===== src/escaped_message_field_splitter_unit_defines.svh =====
// Assertion macros shared by the field splitter RTL.
`ifndef ESCAPED_MESSAGE_FIELD_SPLITTER_UNIT_DEFINES_SVH
`define ESCAPED_MESSAGE_FIELD_SPLITTER_UNIT_DEFINES_SVH

// Same-cycle implication, checked out of reset
`define EMFS_ASSERT_NOW(lbl, ante, cons, msg) \
    lbl: assert property (@(posedge clk) disable iff (!rst_n) (ante) |-> (cons)) \
        else $error(msg);

// Next-cycle implication, checked out of reset
`define EMFS_ASSERT_NEXT(lbl, ante, cons, msg) \
    lbl: assert property (@(posedge clk) disable iff (!rst_n) (ante) |=> (cons)) \
        else $error(msg);

`endif


===== src/emfs_pkg.sv =====
// Types and constants for the escaped message field splitter.
package emfs_pkg;

    // Width of the event accumulator; the low 32 bits are reported
    localparam int EVENT_BITS = 32;
    localparam int EVENT_OUT_BITS = 32;
    localparam int WIDE_BITS = 64;

    // Delimiter bytes
    localparam logic [7:0] CH_COLON     = 8'h3A;
    localparam logic [7:0] CH_HASH      = 8'h23;
    localparam logic [7:0] CH_EQUALS    = 8'h3D;
    localparam logic [7:0] CH_BACKSLASH = 8'h5C;

    // Field kind codes on the output
    localparam logic [2:0] KIND_EVENT     = 3'd0;
    localparam logic [2:0] KIND_NAME      = 3'd1;
    localparam logic [2:0] KIND_DATA      = 3'd2;
    localparam logic [2:0] KIND_OPT_NAME  = 3'd3;
    localparam logic [2:0] KIND_OPT_VALUE = 3'd4;

    // Parser phase
    typedef enum logic [2:0] {
        PH_EV_START = 3'd0,
        PH_EV_BODY  = 3'd1,
        PH_NAME     = 3'd2,
        PH_DATA     = 3'd3,
        PH_OPT_NAME = 3'd4,
        PH_OPT_VAL  = 3'd5
    } phase_t;

    // One input byte with its end mark
    typedef struct packed {
        logic [7:0] byte_in;
        logic       end_of_message;
    } item_t;

    // One tagged result
    typedef struct packed {
        logic [7:0]                byte_out;
        logic [2:0]                field_kind;
        logic                      is_content;
        logic                      field_closed;
        logic [EVENT_OUT_BITS-1:0] event_value;
        logic                      event_ready;
        logic                      message_done;
        logic                      malformed;
    } result_t;

endpackage


===== src/emfs_in_stage.sv =====
// Input register stage: captures one byte transfer at a time.
module emfs_in_stage
    import emfs_pkg::*;
(
    input  logic       clk,
    input  logic       rst_n,
    input  logic       in_valid,
    output logic       in_ready,
    input  logic [7:0] byte_in,
    input  logic       end_of_message,
    input  logic       take,
    output logic       item_valid,
    output item_t      item
);

    logic  valid_reg;
    logic  valid_next;
    item_t item_reg;
    item_t item_next;

    // Free when empty or when the held item moves on this cycle
    assign in_ready = !valid_reg || take;

    always_comb
    begin
        valid_next = valid_reg;
        item_next  = item_reg;
        if (in_ready)
        begin
            valid_next = in_valid;
            if (in_valid)
            begin
                item_next.byte_in        = byte_in;
                item_next.end_of_message = end_of_message;
            end
        end
    end

    always_ff @(posedge clk or negedge rst_n)
    begin
        if (!rst_n)
        begin
            valid_reg <= 1'b0;
        end
        else
        begin
            valid_reg <= valid_next;
        end
    end

    always_ff @(posedge clk)
    begin
        item_reg <= item_next;
    end

    assign item_valid = valid_reg;
    assign item       = item_reg;

endmodule


===== src/emfs_parser.sv =====
// Field parser: phase, escape history and event accumulator, one byte per step.
module emfs_parser
    import emfs_pkg::*;
(
    input  logic    clk,
    input  logic    rst_n,
    input  logic    step,
    input  item_t   item,
    output result_t result
);

    phase_t                phase_reg;
    phase_t                phase_next;
    phase_t                ph_after;
    logic                  last_bs_reg;
    logic                  last_bs_next;
    logic                  second_bs_reg;
    logic                  second_bs_next;
    logic [EVENT_BITS-1:0] acc_reg;
    logic [EVENT_BITS-1:0] acc_next;
    logic [EVENT_BITS-1:0] acc_upd;
    logic [WIDE_BITS-1:0]  acc_wide;
    logic                  escaped;
    logic [7:0]            b;
    logic                  eom;
    logic [2:0]            kind;
    logic                  content;
    logic                  closed;
    logic                  ev_ready;
    logic                  bad;
    logic                  in_event;

    assign b        = item.byte_in;
    assign eom      = item.end_of_message;
    assign escaped  = last_bs_reg && !second_bs_reg;
    assign in_event = (phase_reg == PH_EV_START) || (phase_reg == PH_EV_BODY);

    // Per-byte decode of the current field
    always_comb
    begin
        ph_after = phase_reg;
        kind     = KIND_EVENT;
        content  = 1'b1;
        closed   = 1'b0;
        ev_ready = 1'b0;
        acc_upd  = acc_reg;
        unique case (phase_reg)
            PH_EV_START:
            begin
                acc_upd  = EVENT_BITS'(b);
                ph_after = PH_EV_BODY;
            end
            PH_EV_BODY:
            begin
                if (b == CH_COLON)
                begin
                    content  = 1'b0;
                    closed   = 1'b1;
                    ev_ready = 1'b1;
                    ph_after = PH_NAME;
                end
                else
                begin
                    acc_upd = EVENT_BITS'({acc_reg, b});
                end
            end
            PH_NAME:
            begin
                kind = KIND_NAME;
                if (b == CH_COLON && !escaped)
                begin
                    content  = 1'b0;
                    closed   = 1'b1;
                    ph_after = PH_DATA;
                end
            end
            PH_DATA:
            begin
                kind = KIND_DATA;
                if (b == CH_HASH && !escaped)
                begin
                    content  = 1'b0;
                    closed   = 1'b1;
                    ph_after = PH_OPT_NAME;
                end
            end
            PH_OPT_NAME:
            begin
                kind = KIND_OPT_NAME;
                if ((b == CH_EQUALS || b == CH_HASH) && !escaped)
                begin
                    content  = 1'b0;
                    closed   = 1'b1;
                    ph_after = (b == CH_EQUALS) ? PH_OPT_VAL : PH_OPT_NAME;
                end
            end
            PH_OPT_VAL:
            begin
                kind = KIND_OPT_VALUE;
                if (b == CH_HASH && !escaped)
                begin
                    content  = 1'b0;
                    closed   = 1'b1;
                    ph_after = PH_OPT_NAME;
                end
            end
            default:
            begin
                acc_upd  = EVENT_BITS'(b);
                ph_after = PH_EV_BODY;
            end
        endcase
    end

    // End of message closes whatever is open and flags an early end
    assign bad = eom && (in_event || (phase_reg == PH_NAME && ph_after != PH_DATA));

    assign acc_wide = WIDE_BITS'(acc_upd);

    always_comb
    begin
        result.byte_out     = b;
        result.field_kind   = kind;
        result.is_content   = content;
        result.field_closed = closed || eom;
        result.event_value  = acc_wide[EVENT_OUT_BITS-1:0];
        result.event_ready  = ev_ready || (eom && in_event);
        result.message_done = eom;
        result.malformed    = bad;
    end

    // State update on each step; end of message returns to reset values
    always_comb
    begin
        phase_next     = phase_reg;
        last_bs_next   = last_bs_reg;
        second_bs_next = second_bs_reg;
        acc_next       = acc_reg;
        if (step)
        begin
            if (eom)
            begin
                phase_next     = PH_EV_START;
                last_bs_next   = 1'b0;
                second_bs_next = 1'b0;
                acc_next       = '0;
            end
            else
            begin
                phase_next     = ph_after;
                second_bs_next = last_bs_reg;
                last_bs_next   = (b == CH_BACKSLASH);
                acc_next       = acc_upd;
            end
        end
    end

    always_ff @(posedge clk or negedge rst_n)
    begin
        if (!rst_n)
        begin
            phase_reg     <= PH_EV_START;
            last_bs_reg   <= 1'b0;
            second_bs_reg <= 1'b0;
            acc_reg       <= '0;
        end
        else
        begin
            phase_reg     <= phase_next;
            last_bs_reg   <= last_bs_next;
            second_bs_reg <= second_bs_next;
            acc_reg       <= acc_next;
        end
    end

endmodule


===== src/emfs_out_stage.sv =====
// Result register stage: holds one tagged byte until the transfer completes.
module emfs_out_stage
    import emfs_pkg::*;
(
    input  logic    clk,
    input  logic    rst_n,
    input  logic    load,
    input  result_t result,
    output logic    space,
    output logic    out_valid,
    input  logic    out_ready,
    output result_t held
);

    logic    valid_reg;
    logic    valid_next;
    result_t res_reg;

    // Room for a new result when empty or when the held one leaves now
    assign space = !valid_reg || out_ready;

    always_comb
    begin
        valid_next = valid_reg;
        if (space)
        begin
            valid_next = load;
        end
    end

    always_ff @(posedge clk or negedge rst_n)
    begin
        if (!rst_n)
        begin
            valid_reg <= 1'b0;
        end
        else
        begin
            valid_reg <= valid_next;
        end
    end

    always_ff @(posedge clk)
    begin
        if (load)
        begin
            res_reg <= result;
        end
    end

    assign out_valid = valid_reg;
    assign held      = res_reg;

endmodule


===== src/escaped_message_field_splitter_unit.sv =====
// Top level of the escaped message field splitter.
//
//   channel | signals                                   | direction
//   in      | in_valid, in_ready, byte_in, end_of_message | into block
//   out     | out_valid, out_ready, byte_out .. malformed | out of block
//
// A transferred byte passes through the input register and then the result
// register. One byte per cycle is sustained while the output is not stalled,
// set by the single parser step between the input and result registers.
// A stalled output holds its result while one more byte waits in the input
// register. Reset clears valid flags and parser state.
`include "escaped_message_field_splitter_unit_defines.svh"

module escaped_message_field_splitter_unit
    import emfs_pkg::*;
(
    input  logic        clk,
    input  logic        rst_n,
    input  logic        in_valid,
    output logic        in_ready,
    input  logic [7:0]  byte_in,
    input  logic        end_of_message,
    output logic        out_valid,
    input  logic        out_ready,
    output logic [7:0]  byte_out,
    output logic [2:0]  field_kind,
    output logic        is_content,
    output logic        field_closed,
    output logic [31:0] event_value,
    output logic        event_ready,
    output logic        message_done,
    output logic        malformed
);

    logic    item_valid;
    item_t   item;
    logic    space;
    logic    advance;
    result_t result;
    result_t held;

    // A byte moves from input register to result register
    assign advance = item_valid && space;

    emfs_in_stage u_in (
        .clk            (clk),
        .rst_n          (rst_n),
        .in_valid       (in_valid),
        .in_ready       (in_ready),
        .byte_in        (byte_in),
        .end_of_message (end_of_message),
        .take           (advance),
        .item_valid     (item_valid),
        .item           (item)
    );

    emfs_parser u_parser (
        .clk    (clk),
        .rst_n  (rst_n),
        .step   (advance),
        .item   (item),
        .result (result)
    );

    emfs_out_stage u_out (
        .clk       (clk),
        .rst_n     (rst_n),
        .load      (advance),
        .result    (result),
        .space     (space),
        .out_valid (out_valid),
        .out_ready (out_ready),
        .held      (held)
    );

    assign byte_out     = held.byte_out;
    assign field_kind   = held.field_kind;
    assign is_content   = held.is_content;
    assign field_closed = held.field_closed;
    assign event_value  = held.event_value;
    assign event_ready  = held.event_ready;
    assign message_done = held.message_done;
    assign malformed    = held.malformed;

    // Consistency of the tagged result
    `EMFS_ASSERT_NOW(a_malformed_at_end, out_valid && malformed, message_done && field_closed, "malformed flag away from message end")
    `EMFS_ASSERT_NOW(a_event_ready_kind, out_valid && event_ready, field_kind == KIND_EVENT && field_closed, "event ready outside a closing event byte")
    `EMFS_ASSERT_NOW(a_delim_closes, out_valid && !is_content, field_closed, "delimiter that does not close a field")
    `EMFS_ASSERT_NEXT(a_result_follows, advance, out_valid, "advanced byte did not reach the result register")

endmodule

===== config.mk =====
export PLATFORM = sky130hd
export DESIGN_NAME = escaped_message_field_splitter_unit
export DESIGN_NICKNAME = d
export VERILOG_FILES = /design/src/emfs_pkg.sv /design/src/emfs_in_stage.sv /design/src/emfs_parser.sv /design/src/emfs_out_stage.sv /design/src/escaped_message_field_splitter_unit.sv
export VERILOG_INCLUDE_DIRS = /design/src /design/src/src
export SDC_FILE = /design/constraint.sdc
export NUM_CORES = 1
export LEC_CHECK = 0
export BUFFER_PORTS_ARGS = -buffer_cell sky130_fd_sc_hd__buf_2
export CAP_MARGIN = 20
export CORE_ASPECT_RATIO = 1.25
export CORE_MARGIN = 3
export CORE_UTILIZATION = 25
export DETAILED_ROUTE_END_ITERATION = 12
export PLACE_DENSITY_LB_ADDON = 0.2
export SETUP_SLACK_MARGIN = 0.3
export SLEW_MARGIN = 20
export SYNTH_ARGS = -nofsm -noshare
export SYNTH_HDL_FRONTEND = slang
export SYNTH_SLANG_ARGS = --single-unit

===== constraint.sdc =====
create_clock -name clk -period 1.9 [get_ports clk]
set_input_delay 0.19 -clock clk [delete_from_list [all_inputs] [get_ports clk]]
set_output_delay 0.19 -clock clk [all_outputs]
set_load 0.005 [all_outputs]

## Word-level counts from Yosys, hierarchy flattened

Cells that the tools add are included.

| word-level totals | value |
|---|---|
| output and inout port bits | 50 |
| flip-flop bits (word level) | 96 |
| bits of input ports | 13 |

| cells by class | value |
|---|---|
| reductions and logical operators | 23 |
| mux-type cells | 24 |
| eq/ne operators | 10 |

Operators with widths:

| cell | number |
|---|---|
| 32-bit 2-to-1 mux | 2 |
| 32-bit case mux with 2 select lines | 1 |
| 8-bit by 6-bit equality test with 1-bit output (second input constant) | 3 |
| 3-bit case mux with 4 select lines | 2 |
| 3-bit 2-to-1 mux | 5 |
| 1-bit 2-to-1 mux | 12 |
| 8-bit by 7-bit equality test with 1-bit output (second input constant) | 1 |
| 1-bit logical AND | 8 |
| 1-bit case mux with 4 select lines | 2 |
| 1-bit logical OR | 7 |
| 3-bit by 2-bit equality test with 1-bit output (second input constant) | 2 |
| 3-bit equality test (second input constant) | 2 |
| 1-bit zero test | 4 |
| 4-bit OR reduction | 1 |
| 3-bit by 1-bit equality test with 1-bit output (second input constant) | 1 |
| 3-bit zero test | 1 |
| 3-bit by 2-bit != test with 1-bit output (second input constant) | 1 |
| 2-bit AND reduction | 1 |
| 2-bit OR reduction | 1 |

## Depth between registers and ports, before layout

| logic depth | value |
|---|---|
| depth in word-level cells | 10 |
| gate-level depth with buffers | 8 |
| gate-level depth less buffers | 5 |

## By module

Synthesis repeated with hierarchy kept, for this count alone.

| second synthesis, totals | value |
|---|---|
| cells, all modules | 280 |
| area, all modules | 4071.4 sq um |

By module, submodules not included:

| module | area an instance (sq um) | seq. area each (sq um) | instances | cells each |
|---|---|---|---|---|
| emfs_parser | 2252.2 | 925.9 | 1 | 215 |
| emfs_out_stage | 1488.9 | 1466.4 | 1 | 51 |
| emfs_in_stage | 324.1 | 295.3 | 1 | 13 |
| escaped_message_field_splitter_unit | 6.3 | 0.0 | 1 | 1 |

## Worst setup path before layout

No wires, ideal clock.

| timing | value |
|---|---|
| kind | flip-flop to flip-flop |
| from | reg u_out.valid_reg (netlist: u_out.out_valid) |
| to | reg u_parser.phase_reg[0] |
| required time | 1776 ps |
| slack | -264 ps |
| clock period less this slack | 2164 ps |
| buffers on the path | 0 |
| library setup time | 124 ps |
| stages on the path, launching flop included | 6 |
| arrival | 2040 ps |
| cell sequence | dfrtp_1 > nand2b_1 > nand2_1 > inv_1 > a21oi_1 > a211o_1 |

| on the way | value |
|---|---|
| word-level cells in the longest chain between the ends | 3 |

RTL lines:

| what | RTL line | RTL |
|---|---|---|
| start: declaration | emfs_out_stage.sv:15 | `logic valid_reg;` |
| start signal: assignment | emfs_out_stage.sv:39 | `valid_reg <= valid_next;` |
| 1-bit zero test | emfs_out_stage.sv:20 | `assign space = !valid_reg \|\| out_ready;` |
| 1-bit logical OR | emfs_out_stage.sv:20 |  |
| 1-bit logical AND | escaped_message_field_splitter_unit.sv:43 | `assign advance = item_valid && space;` |
| via advance | escaped_message_field_splitter_unit.sv:38 | `logic advance;` |
| end signal: assignment | emfs_parser.sv:169 | `phase_reg <= phase_next;` |
| end: declaration | emfs_parser.sv:12 | `phase_t phase_reg;` |

The timed path passes the listed nets, and every way through them passes these cells.
A chain may end at the register's enable or synchronous reset.

==> results.json <==
{
  "n_antenna_cell": 0,
  "syn_inst": 274,
  "worst_setup_path_end_kind": "flop",
  "ys_warn_count": 0,
  "cts_made_buffers": 9,
  "syn_avg_cell_area_um2": 14.39,
  "rsz0062_at_grt": "yes",
  "max_slew.worst_pin.slew_ns": 0.5346,
  "worst-path-buf-inv": 3,
  "crit_top_cell": "buf_6",
  "cts_root_buf": "clkbuf_16",
  "finalHoldViolCount": 0,
  "io_buffers": 62,
  "path_cells": "nand3b_4, buf_6, o41ai_4, buf_4, buf_6, nand2_8, nor2_2, nor2_1",
  "grt_pass1_wl_um": 15560,
  "multi_input_area_mm2": 0.001281,
  "synth_ff_type": "edfxtp_1",
  "drc": 0,
  "timing.final.crit_share_pct": 96.04,
  "gp_congestion": 0.8368,
  "synth_edf_count": 57,
  "tns_ns": 0,
  "grt_pass1_vias": 2768,
  "ir_worst_vdd_mv": 0.3812,
  "ys_types": 44,
  "grt_max_degree": 40,
  "die-area_mm2": 0.01733,
  "nFillCells": 1470,
  "drt-wirelength-per-cell_um": 16.63,
  "initial_core_util_pct": 25.94,
  "timing.fmax_ghz": 0.5480,
  "synth_seq_cells": 96,
  "min_period_ns": 1.825,
  "drtPass1Iterations": 4,
  "min_path_type": "in2reg",
  "crit_required_ns": 1.99,
  "cts_sinks": 96,
  "crit_path_start_kind": "flop",
  "status": "complete, no violations",
  "ys_seq_area_share_pct": 68.15,
  "rrSetupSlack_ns": 0.08,
  "slowest_stage": "edfxtp_1",
  "chipWidth_um": 118.3,
  "cts_max_path_buffers": 2,
  "io_pins": 63,
  "seq_area_mm2": 0.002688,
  "relSlewSlack_pct": 64.36,
  "syn_to_final_growth_pct": 39.69,
  "finalPower_mw": 5.008,
  "die_h_um": 146.4,
  "synthTopCellsByArea": "edfxtp_1 (43%), dfrtp_1 (25%), a22o_1 (12%), nand2_1 (1.9%), nand3_1 (1.5%)",
  "finalNonFillerCells": 594,
  "cellPowerDensity_mw_per_mm2": 909.0,
  "finClkSkew_ns": 0.009759,
  "synth_top_area_cell": "edfxtp_1",
  "syn-num-nets": 287,
  "fp.coreArea_mm2": 0.01520,
  "p_leak_nw": 2.288,
  "vias": 2740,
  "async_flop_share_pct": 40.63,
  "cp_max_fo": 7,
  "dp_cells": 552,
  "place.detailed.hpwl_um": 5923,
  "cp_top_family": "buffers and inverters",
  "fin_ws_ns": 0.07518,
  "drtIter0Drc": 210,
  "layout-drive-gt1-share_pct": 43.52,
  "arrival_ns": 1.91,
  "cts_max_level": 3,
  "path_class": "reg2reg",
  "cts_tree": "built",
  "viasPerCell": 4.613,
  "hold_slack_ns": 0.01739,
  "rows": 50,
  "insertion_delay_ns": 0.34,
  "nNetsFinal": 394,
  "setup_viol": 0,
  "critical-path-max-stage-delay_ns": 0.39,
  "synth_area_mm2": 0.003944,
  "overflow": 0,
  "wirelength_um": 9879,
  "path_clk_slew_ns": 0.07,
  "grt_util_all_layers_pct": 11.50,
  "ant_nets": 0,
  "pre_cts_slack_ns": 0.06104,
  "largest_register_ff_count": 48,
  "drv_cap": 0,
  "report.final.slew_viol_count": 0,
  "antenna_found_initial": 0,
  "synth.top_cell.area_share_pct": 43.40
}
power by group:
part | switching, mW | leakage, nW | internal, mW
sequential | 0.131 | 1.08 | 2.39
combinational | 0.336 | 1.06 | 0.333
clock | 0.771 | 0.151 | 1.04
total | 1.24 | 2.29 | 3.77
path summary, 6_finish.rpt:
path	start	end	cells after the start
worst max register to register	u_in.item[8]	u_out.held[7]	8
min in group asynchronous	rst_n	u_parser.acc_reg[10]	3
worst min register to register	u_parser.second_bs_reg	u_parser.second_bs_reg	2
max in group asynchronous	rst_n	u_parser.acc_reg[24]	3
worst min-delay path	byte_in[3]	u_in.item[4]	1
worst max-delay path	u_in.item[8]	u_out.held[7]	8
area by class of cell:
type / instances / share of cell area (%)
clock buffers: 13 / 5.110
flip-flops and latches: 96 / 48.78
inverters: 5 / 0.4088
clock inverters: 3 / 0.4088
repair buffers: 112 / 17.31
well taps: 208 / 4.724
multi-input cells: 157 / 23.26
through the flow:
step | utilization [%] | area, um^2
2_1_floorplan | - | 4008
3_3_place_gp | 30.63 | 4656
3_5_place_dp | 30.63 | 4656
4_1_cts | 35.19 | 5350
5_1_grt | 36.24 | 5509
6_report | 36.24 | 5509
worst register-to-register path, cell delays in order (launching register included):
cell and delay [ns]:
edfxtp_1 0.39, nand3b_4 0.18, buf_6 0.13, o41ai_4 0.32, buf_4 0.19, buf_6 0.11, nand2_8 0.09, nor2_2 0.11
nor2_1 0.05
Yosys cell counts, types with 4 or more instances:
library cell / instances
edfxtp_1: 57
a22o_1: 52
dfrtp_1: 39
nand2_1: 20
nor2_1: 13
nand3_1: 12
a21oi_1: 10
buf_4: 6
nand2b_1: 5
o211ai_1: 5
buf_6: 4
clkbuf_1: 4
o21ai_0: 4
layer usage:
| metal | vias up | global-route usage [%] | part of all wire [%] |
|---|---|---|---|
| met5 | - | 0 | 0 |
| met4 | 0 | 4.516 | 1.6 |
| met3 | 14 | 2.673 | 6.0 |
| met2 | 93 | 19.06 | 51 |
| met1 | 1358 | 14.55 | 42 |
| li1 | 1275 | - | - |
placed cells by master (no fill, tap or decap), drive strengths merged, types with 3 or more instances in the layout:
master,instances
and3,4
nand2b,5
dfrtp,39
o21ai,5
o211ai,6
nor3,5
nor2,13
and2,4
edfxtp,57
inv,4
clkinv,3
a21oi,10
clkbuf,16
nand2,20
nand3,12
buf,108
a22o,52
logic make-up (layout without fill, tap and decap cells):
| family | after synthesis | in the layout | share of synthesized area [%] |
|---|---|---|---|
| simple gates | 74 | 74 | 11.23 |
| flops | 96 | 96 | 68.15 |
| compound gates | 82 | 82 | 17.01 |
| buf+inv | 21 | 133 | 3.394 |
| xor+xnor | 1 | 1 | 0.2221 |
what timing repair did:
action                     4_1_cts  5_1_grt
hold buffers                     1        0
hold endpoints to repair        39        0
buffers inserted                 9        7
pin swaps                       10       18
cloned                           7        2
setup endpoints to repair       70      118
gates resized for setup         36       19
No activity file was read; power rests on OpenSTA's default activity.
